==> src/sv/keyboard_key_buffer_device_assert.svh <==
// assertion macros for the keyboard key buffer device
// used by the top level only, expects clk and rst_n in scope
`ifndef KEYBOARD_KEY_BUFFER_DEVICE_ASSERT_SVH
`define KEYBOARD_KEY_BUFFER_DEVICE_ASSERT_SVH

// same-cycle implication, disabled in reset
`define KKB_ASSERT_IMP(lbl, ante, cons, msg) \
    lbl: assert property (@(posedge clk) disable iff (!rst_n) (ante) |-> (cons)) \
        else $error(msg);

// next-cycle implication, disabled in reset
`define KKB_ASSERT_NXT(lbl, ante, cons, msg) \
    lbl: assert property (@(posedge clk) disable iff (!rst_n) (ante) |=> (cons)) \
        else $error(msg);

`endif

==> src/sv/kkb_pkg.sv <==
// shared types, codes and key classification for the keyboard key buffer
// no dependencies
package kkb_pkg;

    localparam int FIFO_DEPTH_DEF = 16;
    localparam int KEY_SPACE      = 256;

    localparam logic [15:0] KEY_LO = 16'h0020;
    localparam logic [15:0] KEY_HI = 16'h007f;

    localparam logic [15:0] KEY_BKSP  = 16'h0010;
    localparam logic [15:0] KEY_ENTER = 16'h0011;
    localparam logic [15:0] KEY_INS   = 16'h0012;
    localparam logic [15:0] KEY_DEL   = 16'h0013;
    localparam logic [15:0] KEY_UP    = 16'h0080;
    localparam logic [15:0] KEY_DOWN  = 16'h0081;
    localparam logic [15:0] KEY_LEFT  = 16'h0082;
    localparam logic [15:0] KEY_RIGHT = 16'h0083;
    localparam logic [15:0] KEY_SHFT  = 16'h0090;
    localparam logic [15:0] KEY_CTRL  = 16'h0091;

    localparam logic [1:0] REQ_CPU     = 2'd0;
    localparam logic [1:0] REQ_PRESS   = 2'd1;
    localparam logic [1:0] REQ_RELEASE = 2'd2;

    localparam logic [15:0] CMD_CLEAR = 16'd0;
    localparam logic [15:0] CMD_POP   = 16'd1;
    localparam logic [15:0] CMD_HELD  = 16'd2;
    localparam logic [15:0] CMD_MSG   = 16'd3;

    typedef enum logic [1:0] {
        KEY_INVALID   = 2'd0,
        KEY_SPECIAL   = 2'd1,
        KEY_PRINTABLE = 2'd2
    } key_class_t;

    // controller to datapath
    typedef struct packed {
        logic accept;
        logic load_now;
        logic load_pop;
    } kkb_ctrl_t;

    // datapath to controller
    typedef struct packed {
        logic pop_read;
    } kkb_stat_t;

    function automatic key_class_t key_class(input logic [15:0] k);
        key_class_t cls;
        cls = KEY_INVALID;
        if (k >= KEY_LO && k <= KEY_HI)
        begin
            cls = KEY_PRINTABLE;
        end
        else
        begin
            case (k)
                KEY_BKSP, KEY_ENTER, KEY_INS, KEY_DEL,
                KEY_UP, KEY_DOWN, KEY_LEFT, KEY_RIGHT,
                KEY_SHFT, KEY_CTRL: cls = KEY_SPECIAL;
                default: cls = KEY_INVALID;
            endcase
        end
        return cls;
    endfunction

endpackage

==> src/sv/kkb_ctrl.sv <==
// controller: input handshake, pop read wait state and output valid
// depends on kkb_pkg
module kkb_ctrl
    import kkb_pkg::*;
(
    input  logic      clk,
    input  logic      rst_n,
    input  logic      in_valid,
    output logic      in_ready,
    output logic      out_valid,
    input  logic      out_ready,
    input  kkb_stat_t stat,
    output kkb_ctrl_t ctrl
);

    typedef enum logic [1:0] {
        ST_IDLE = 2'b01,
        ST_POP  = 2'b10
    } state_t;

    state_t state_reg, state_next;
    logic   out_valid_reg, out_valid_next;

    always_comb
    begin
        in_ready      = (state_reg == ST_IDLE) && (!out_valid_reg || out_ready);
        ctrl.accept   = in_valid && in_ready;
        ctrl.load_now = ctrl.accept && !stat.pop_read;
        ctrl.load_pop = (state_reg == ST_POP);
    end

    always_comb
    begin
        state_next = state_reg;
        case (state_reg)
            ST_IDLE:
            begin
                if (ctrl.accept && stat.pop_read)
                begin
                    state_next = ST_POP;
                end
            end
            ST_POP:  state_next = ST_IDLE;
            default: state_next = ST_IDLE;
        endcase
    end

    always_comb
    begin
        if (ctrl.load_now || ctrl.load_pop)
        begin
            out_valid_next = 1'b1;
        end
        else if (out_ready)
        begin
            out_valid_next = 1'b0;
        end
        else
        begin
            out_valid_next = out_valid_reg;
        end
    end

    always_ff @(posedge clk or negedge rst_n)
    begin
        if (!rst_n)
        begin
            state_reg     <= ST_IDLE;
            out_valid_reg <= 1'b0;
        end
        else
        begin
            state_reg     <= state_next;
            out_valid_reg <= out_valid_next;
        end
    end

    assign out_valid = out_valid_reg;

endmodule

==> src/sv/kkb_datapath.sv <==
// datapath: key fifo memory, pointers, held-key bitmap, message and result registers
// depends on kkb_pkg
module kkb_datapath
    import kkb_pkg::*;
#(
    parameter int FIFO_DEPTH = FIFO_DEPTH_DEF
)
(
    input  logic        clk,
    input  logic        rst_n,
    input  kkb_ctrl_t   ctrl,
    output kkb_stat_t   stat,
    input  logic [1:0]  req_type,
    input  logic [15:0] command,
    input  logic [15:0] operand_b,
    output logic        c_write,
    output logic [15:0] c_value,
    output logic        irq_raise,
    output logic [15:0] irq_message,
    output logic        key_dropped
);

    localparam int AW = (FIFO_DEPTH > 1) ? $clog2(FIFO_DEPTH) : 1;
    localparam int CW = $clog2(FIFO_DEPTH + 1);
    localparam int SW = CW + 1;

    logic [7:0]    mem [0:FIFO_DEPTH-1];
    logic [7:0]    rd_data_reg;

    logic [AW-1:0] head_reg, head_next;
    logic [CW-1:0] count_reg, count_next;
    logic [15:0]   msg_reg, msg_next;
    logic [KEY_SPACE-1:0] held_reg, held_next;

    logic          c_write_reg, irq_raise_reg, key_dropped_reg;
    logic [15:0]   c_value_reg, irq_message_reg;

    key_class_t    cls;
    logic          is_cpu, is_press, is_release, key_ok;
    logic          fifo_empty, fifo_full;
    logic [SW-1:0] tail_sum;
    logic [AW-1:0] tail, head_inc;
    logic          wr_en;
    logic          held_bit;
    logic          irq_hit;

    always_comb
    begin
        cls        = key_class(operand_b);
        key_ok     = (cls != KEY_INVALID);
        is_cpu     = (req_type == REQ_CPU);
        is_press   = (req_type == REQ_PRESS);
        is_release = (req_type == REQ_RELEASE);
        fifo_empty = (count_reg == '0);
        fifo_full  = !(count_reg < CW'(FIFO_DEPTH));

        // head + count stays below twice the depth, one subtract wraps it
        tail_sum = SW'(head_reg) + SW'(count_reg);
        if (tail_sum >= SW'(FIFO_DEPTH))
        begin
            tail_sum = tail_sum - SW'(FIFO_DEPTH);
        end
        tail = tail_sum[AW-1:0];

        if (head_reg == AW'(FIFO_DEPTH - 1))
        begin
            head_inc = '0;
        end
        else
        begin
            head_inc = head_reg + AW'(1);
        end

        held_bit = (operand_b[15:8] == 8'h00) && held_reg[operand_b[7:0]];
        irq_hit  = key_ok && (msg_reg != 16'h0000) &&
                   ((is_press && cls == KEY_SPECIAL) || is_release);

        stat.pop_read = is_cpu && (command == CMD_POP) && !fifo_empty;
        wr_en         = ctrl.accept && is_press && key_ok && !fifo_full;
    end

    always_comb
    begin
        head_next  = head_reg;
        count_next = count_reg;
        msg_next   = msg_reg;
        held_next  = held_reg;
        if (ctrl.accept)
        begin
            case (req_type)
                REQ_CPU:
                begin
                    case (command)
                        CMD_CLEAR: count_next = '0;
                        CMD_POP:
                        begin
                            if (!fifo_empty)
                            begin
                                head_next  = head_inc;
                                count_next = count_reg - CW'(1);
                            end
                        end
                        CMD_MSG: msg_next = operand_b;
                        default: ;
                    endcase
                end
                REQ_PRESS:
                begin
                    if (key_ok)
                    begin
                        held_next[operand_b[7:0]] = 1'b1;
                        if (!fifo_full)
                        begin
                            count_next = count_reg + CW'(1);
                        end
                    end
                end
                REQ_RELEASE:
                begin
                    if (key_ok)
                    begin
                        held_next[operand_b[7:0]] = 1'b0;
                    end
                end
                default: ;
            endcase
        end
    end

    always_ff @(posedge clk or negedge rst_n)
    begin
        if (!rst_n)
        begin
            head_reg  <= '0;
            count_reg <= '0;
            msg_reg   <= '0;
            held_reg  <= '0;
        end
        else
        begin
            head_reg  <= head_next;
            count_reg <= count_next;
            msg_reg   <= msg_next;
            held_reg  <= held_next;
        end
    end

    // key fifo, read port always follows the head
    always_ff @(posedge clk)
    begin
        if (wr_en)
        begin
            mem[tail] <= operand_b[7:0];
        end
        rd_data_reg <= mem[head_reg];
    end

    // result register
    always_ff @(posedge clk)
    begin
        if (ctrl.load_pop)
        begin
            c_write_reg     <= 1'b1;
            c_value_reg     <= {8'h00, rd_data_reg};
            irq_raise_reg   <= 1'b0;
            irq_message_reg <= '0;
            key_dropped_reg <= 1'b0;
        end
        else if (ctrl.load_now)
        begin
            c_write_reg     <= is_cpu && (command == CMD_POP || command == CMD_HELD);
            c_value_reg     <= (is_cpu && command == CMD_HELD) ? {15'h0000, held_bit} : '0;
            irq_raise_reg   <= irq_hit;
            irq_message_reg <= irq_hit ? msg_reg : '0;
            key_dropped_reg <= is_press && key_ok && fifo_full;
        end
    end

    assign c_write     = c_write_reg;
    assign c_value     = c_value_reg;
    assign irq_raise   = irq_raise_reg;
    assign irq_message = irq_message_reg;
    assign key_dropped = key_dropped_reg;

endmodule

==> src/sv/keyboard_key_buffer_device.sv <==
// top level of the keyboard key buffer device: controller plus datapath
// depends on kkb_pkg, kkb_ctrl, kkb_datapath and keyboard_key_buffer_device_assert.svh
//
// usage:
//   input channel (in_valid/in_ready) carries one request per item: a cpu
//   command (req_type 0, command and operand_b as the A and B registers), a
//   host key press (1) or a host key release (2); operand_b is the key code.
//   output channel (out_valid/out_ready) returns exactly one result item per
//   request: c write and value, interrupt raise and message, key dropped flag.
//   out_valid rises in the cycle after accept, except for a pop from a
//   non-empty fifo, which first waits in ST_POP on the registered fifo read.
//   throughput: one item per cycle unless stalled by out_ready or by ST_POP.
//   in_ready is high while the controller is idle and the result register is
//   empty or being taken in that cycle; a stalled receiver therefore holds
//   at most one finished result and stops further input.
//   reset clears fifo pointers, the held-key bitmap, the interrupt message and
//   the output valid; fifo contents are not cleared and are never read unwritten.
module keyboard_key_buffer_device
    import kkb_pkg::*;
#(
    parameter int FIFO_DEPTH = FIFO_DEPTH_DEF
)
(
    input  logic        clk,
    input  logic        rst_n,
    input  logic        in_valid,
    output logic        in_ready,
    input  logic [1:0]  req_type,
    input  logic [15:0] command,
    input  logic [15:0] operand_b,
    output logic        out_valid,
    input  logic        out_ready,
    output logic        c_write,
    output logic [15:0] c_value,
    output logic        irq_raise,
    output logic [15:0] irq_message,
    output logic        key_dropped
);

    `include "keyboard_key_buffer_device_assert.svh"

    kkb_ctrl_t ctrl_cmd;
    kkb_stat_t dp_stat;

    kkb_ctrl u_ctrl (
        .clk       (clk),
        .rst_n     (rst_n),
        .in_valid  (in_valid),
        .in_ready  (in_ready),
        .out_valid (out_valid),
        .out_ready (out_ready),
        .stat      (dp_stat),
        .ctrl      (ctrl_cmd)
    );

    kkb_datapath #(
        .FIFO_DEPTH (FIFO_DEPTH)
    ) u_datapath (
        .clk         (clk),
        .rst_n       (rst_n),
        .ctrl        (ctrl_cmd),
        .stat        (dp_stat),
        .req_type    (req_type),
        .command     (command),
        .operand_b   (operand_b),
        .c_write     (c_write),
        .c_value     (c_value),
        .irq_raise   (irq_raise),
        .irq_message (irq_message),
        .key_dropped (key_dropped)
    );

    // an item is only taken when the result register can accept its result
    `KKB_ASSERT_IMP(a_accept_room, in_valid && in_ready, !out_valid || out_ready, "busy accept")
    // the pop result lands in an empty result register
    `KKB_ASSERT_IMP(a_pop_room, ctrl_cmd.load_pop, !out_valid, "pop result overwrote result")
    // after the fifo read wait the pop result is offered
    `KKB_ASSERT_NXT(a_pop_result, ctrl_cmd.load_pop, out_valid && c_write, "pop result missing")
    // message is zero when no interrupt is raised
    `KKB_ASSERT_IMP(a_msg_zero, out_valid && !irq_raise, irq_message == 16'h0000, "stray message")

endmodule

==> config.mk <==
export PLATFORM = sky130hd
export DESIGN_NAME = keyboard_key_buffer_device
export DESIGN_NICKNAME = d
export VERILOG_FILES = /design/src/sv/kkb_pkg.sv /design/src/sv/kkb_ctrl.sv /design/src/sv/kkb_datapath.sv /design/src/sv/keyboard_key_buffer_device.sv
export VERILOG_INCLUDE_DIRS = /design/src /design/src/sv
export SDC_FILE = /design/constraint.sdc
export NUM_CORES = 1
export LEC_CHECK = 0
export ABC_CLOCK_PERIOD_IN_PS = 3800
export BUFFER_PORTS_ARGS = -buffer_cell sky130_fd_sc_hd__buf_2
export CORE_AREA = 10 10 188 190
export CTS_CLUSTER_SIZE = 16
export DETAILED_ROUTE_END_ITERATION = 6
export DIE_AREA = 0 0 198 200
export PLACE_DENSITY = 0.87
export SLEW_MARGIN = 20
export SYNTH_ARGS = -nofsm -noshare
export SYNTH_HDL_FRONTEND = slang
export SYNTH_HIERARCHICAL = 1
export SYNTH_SLANG_ARGS = --single-unit
==> constraint.sdc <==
create_clock -name clk -period 3.8 [get_ports clk]
set_clock_uncertainty 0.2 [all_clocks]
set_input_delay 0.38 -clock clk [delete_from_list [all_inputs] [get_ports clk]]
set_output_delay 0.38 -clock clk [all_outputs]
set_load 0.01 [all_outputs]
==> run metrics <==
post-synthesis cell type count 67; ratio of final minimum period to clock period 0.911; routed vias approximately 12000; CP bufs+invs 2; register area share after synthesis 0.628; Slew Viols, Final 0; Layout Utilization 0.650; final setup vio count 0; hold path cells 1; drt via density about 6.6; CP required around 3800 ps; post-route DRC violation count 0; dominant synthesized flop cell dfrtp_1; ranking of synthesized cells by area dfrtp_1, edfxtp_1, mux4_2; Num CTS Buffers 44; site row count 65; first-pass GRT wire length 69400 µm; wire per inst ~26 µm; Critical Path End Type flip-flop; initial core utilization 0.595; largest net degree at the start of global routing ~120; total wire length between 40000 and 50000 µm; post-CTS sizing 0; Core Box Area ~31000 µm²; max cap viols 0; Hold Path Class in -> reg; Fmax between 200 and 300 MHz; clock power share 0.445; Fin. Hold Viols 0; I/O Buffers 66; P_sw ~2.1 mW; min-delay src operand_b[7]; Initial DRC Count 1350; switching part of the total 0.220; Least-Margin Pin Slew about 1100 ps; synthesis-to-layout area growth 9.26%; Post-Synthesis Cells approximately 1400; Clock transition at path regs about 60 ps; crit-path max cell delay ~820 ps; Die Ht ~200 µm; most used cell, CP nand2_1; filler instances slightly above 2000; RSZ-0062 raised after global routing no; internal power 7.53 mW; Hold Path Sink u_datapath/mem[0][7]; H-tree depth 2; share of layout cells above drive strength 1 0.220; Max clock buf depth 3; IO Count 75; Clock Sinks roughly 450; clock latency on the worst-skew pair between 500 and 600 ps; Logic pwr share 0.040; Die Footprint around 40000 µm²; CP delay by family, top simple AND/OR/NAND/NOR gates; Mapped Area around 19000 µm²; Antenna diodes 0; initial antenna violation count 0; status completed; Lkg Pwr between 8 and 9 nW; number of synthesized flops with an enable pin 136; TNS Setup 0 ps; final worst slack 340 ps; Cell Pwr Density roughly 470 nW/µm²; reg2reg path depth 6; clk root buf clkbuf_16; Synth warnings 6; Final ANT Viol Nets 0; Crit Path Category in -> reg; vias in the first global route between 10000 and 15000; reg-to-reg critical path endpoint u_datapath/mem[13][2]; reg-to-reg slack, setup about 560 ps; worst path cell trace dlygate4sd3_1 > buf_2 > nor4_1 > nand2_1 > a21oi_2 > and2_1 > and3_1 > nor2b_1 > nand2_1 > nor2_1; global-route usage over all layers 0.227; post-synth top area share 0.379; r2r startpoint u_datapath/count_reg[1]; placer congestion estimate around 0.9; die width roughly 200 µm; post-synthesis register bit count between 400 and 500; crit path DAT approximately 3400 ps; Detail Placement HPWL ~27000 µm; Worst setup SP type input port; dpl ws around 230 ps; DR pass1 iterations 6; sequential fraction of design power 0.514; Avg Cell Area, Syn around 14 µm²; library cell with the largest summed area after synthesis dfrtp_1; CTS tree done; IR drop worst, VDD about 0.00027 V; Period minus WS final 3460 ps; total gr overflow 0; post-layout net count 1349; CP max-delay cell nor2_1; Max-slew headroom 0.260; worst-path fanout max 8; Post-synth ARST share 0.635
synth_stat cells, types with 4 or more instances:
library cell	instances
buf_1	5
dfrtp_1	283
a22oi_1	11
a31oi_1	94
or3_1	5
mux2_2	24
mux2i_1	30
inv_1	9
mux4_1	18
a21oi_1	115
xnor2_1	4
o22ai_1	5
edfxtp_1	136
nor3_1	9
nor2_1	69
buf_2	21
buf_4	11
buf_12	5
nand4_1	8
and3_1	7
and2_1	13
ha_1	7
dfxtp_1	27
clkbuf_1	204
a22o_1	16
o21ai_0	13
nand3_1	14
o211ai_1	4
nand2b_1	14
nor4_1	15
nand2_1	39
mux4_2	74
nor2b_1	10
a2111oi_0	4
o31ai_1	5
per-stage QoR:
| step | cell area (µm²) | hold slack (ps) | total power [mW] | instances |
|---|---|---|---|---|
| final | 20400 | 29.8 | 9.65 | 1740 |
| after global placement | 18900 | 157 | 5.42 | 1648 |
| after floorplan | 18700 | -116 | 5.26 | 1382 |
| after global routing | 20400 | 12.6 | 9.91 | 1740 |
| after CTS | 20400 | 7.27 | 9.70 | 1740 |
| after detailed placement | 18900 | 158 | 5.43 | 1648 |
worst reg2reg max path, stage by stage, from the launching register on:
cell,delay [ps]
dfrtp_1,540
ha_1,310
a21o_1,180
a21oi_1,300
xor2_1,280
nand2_1,190
nor2_1,870
worst max-delay path by stage:
stage                             start                     to  slack [ps]  cells past startpoint
after floorplan              command[3]  u_datapath/c_value[0]         880                      8
after global placement     operand_b[0]  u_datapath/c_value[0]         360                     10
after detailed placement   operand_b[0]  u_datapath/c_value[0]         230                     10
after CTS                 operand_b[13]  u_datapath/mem[12][7]         430                     10
after global routing      operand_b[13]  u_datapath/mem[10][0]         240                     10
final                     operand_b[13]  u_datapath/mem[14][2]         340                     10
cell families after synthesis:
family / synth area share
flops: 0.628
buf+inv: 0.0613
xor+xnor: 0.00281
mux: 0.145
simple gates: 0.0612
fa+ha+maj: 0.00576
other cells: 0.000201
compound gates: 0.0952
power by group through the flow:
stage	clock network [mW]	logic [mW]	registers [mW]
final	4.29	0.391	4.96
after global routing	4.53	0.419	4.96
after CTS	4.35	0.387	4.96
after detailed placement	0	0.370	5.06
after floorplan	0	0.193	5.06
after global placement	0	0.358	5.06
cells in the final DEF (no fill, tap or decap), types with 5 or more instances in the layout:
| cell type | n |
|---|---|
| conb_1 | 8 |
| nor4_1 | 15 |
| edfxtp_1 | 136 |
| a22oi_1 | 11 |
| ha_1 | 7 |
| a22o_1 | 16 |
| nand2_1 | 39 |
| inv_1 | 9 |
| o31ai_1 | 5 |
| clkinv_2 | 11 |
| dfrtp_1 | 282 |
| o21ai_0 | 13 |
| mux4_2 | 74 |
| or3_1 | 5 |
| nor2b_1 | 9 |
| clkbuf_1 | 11 |
| nand4_1 | 8 |
| dlygate4sd3_1 | 11 |
| mux4_1 | 18 |
| buf_2 | 64 |
| and2_1 | 13 |
| a31oi_1 | 94 |
| mux2i_1 | 30 |
| nand2b_1 | 14 |
| clkbuf_8 | 5 |
| clkbuf_16 | 44 |
| dfxtp_1 | 27 |
| a21oi_1 | 115 |
| buf_4 | 44 |
| and3_1 | 7 |
| nor2_1 | 68 |
| nand3_1 | 14 |
| nor3_1 | 9 |
| o22ai_1 | 5 |
| mux2_2 | 24 |
layer usage:
metal | wire, µm | track usage | vias to the layer above
li1 | - | - | 4876
met2 | 21600 | 0.371 | 812
met4 | 2080 | 0.105 | 0
met3 | 4640 | 0.0455 | 165
met5 | 0 | 0 | -
met1 | 16600 | 0.289 | 5667
repair_timing:
item,in CTS,in global routing
endpoints found under the hold margin,127,0
buffers inserted,0,0
hold buffers,11,0
area by class of cell:
| class | count | area (µm²) | area share |
|---|---|---|---|
| Inverter | 10 | 37.5 | 0.00184 |
| Tap cell | 402 | 503 | 0.0247 |
| Sequential cell | 447 | 11700 | 0.575 |
| Multi-Input combinational cell | 676 | 5840 | 0.287 |
| Clock buffer | 60 | 1210 | 0.0594 |
| Clock inverter | 21 | 213 | 0.0104 |
| Timing Repair Buffer | 124 | 856 | 0.0420 |
No activity file was read; power rests on OpenSTA's default activity.
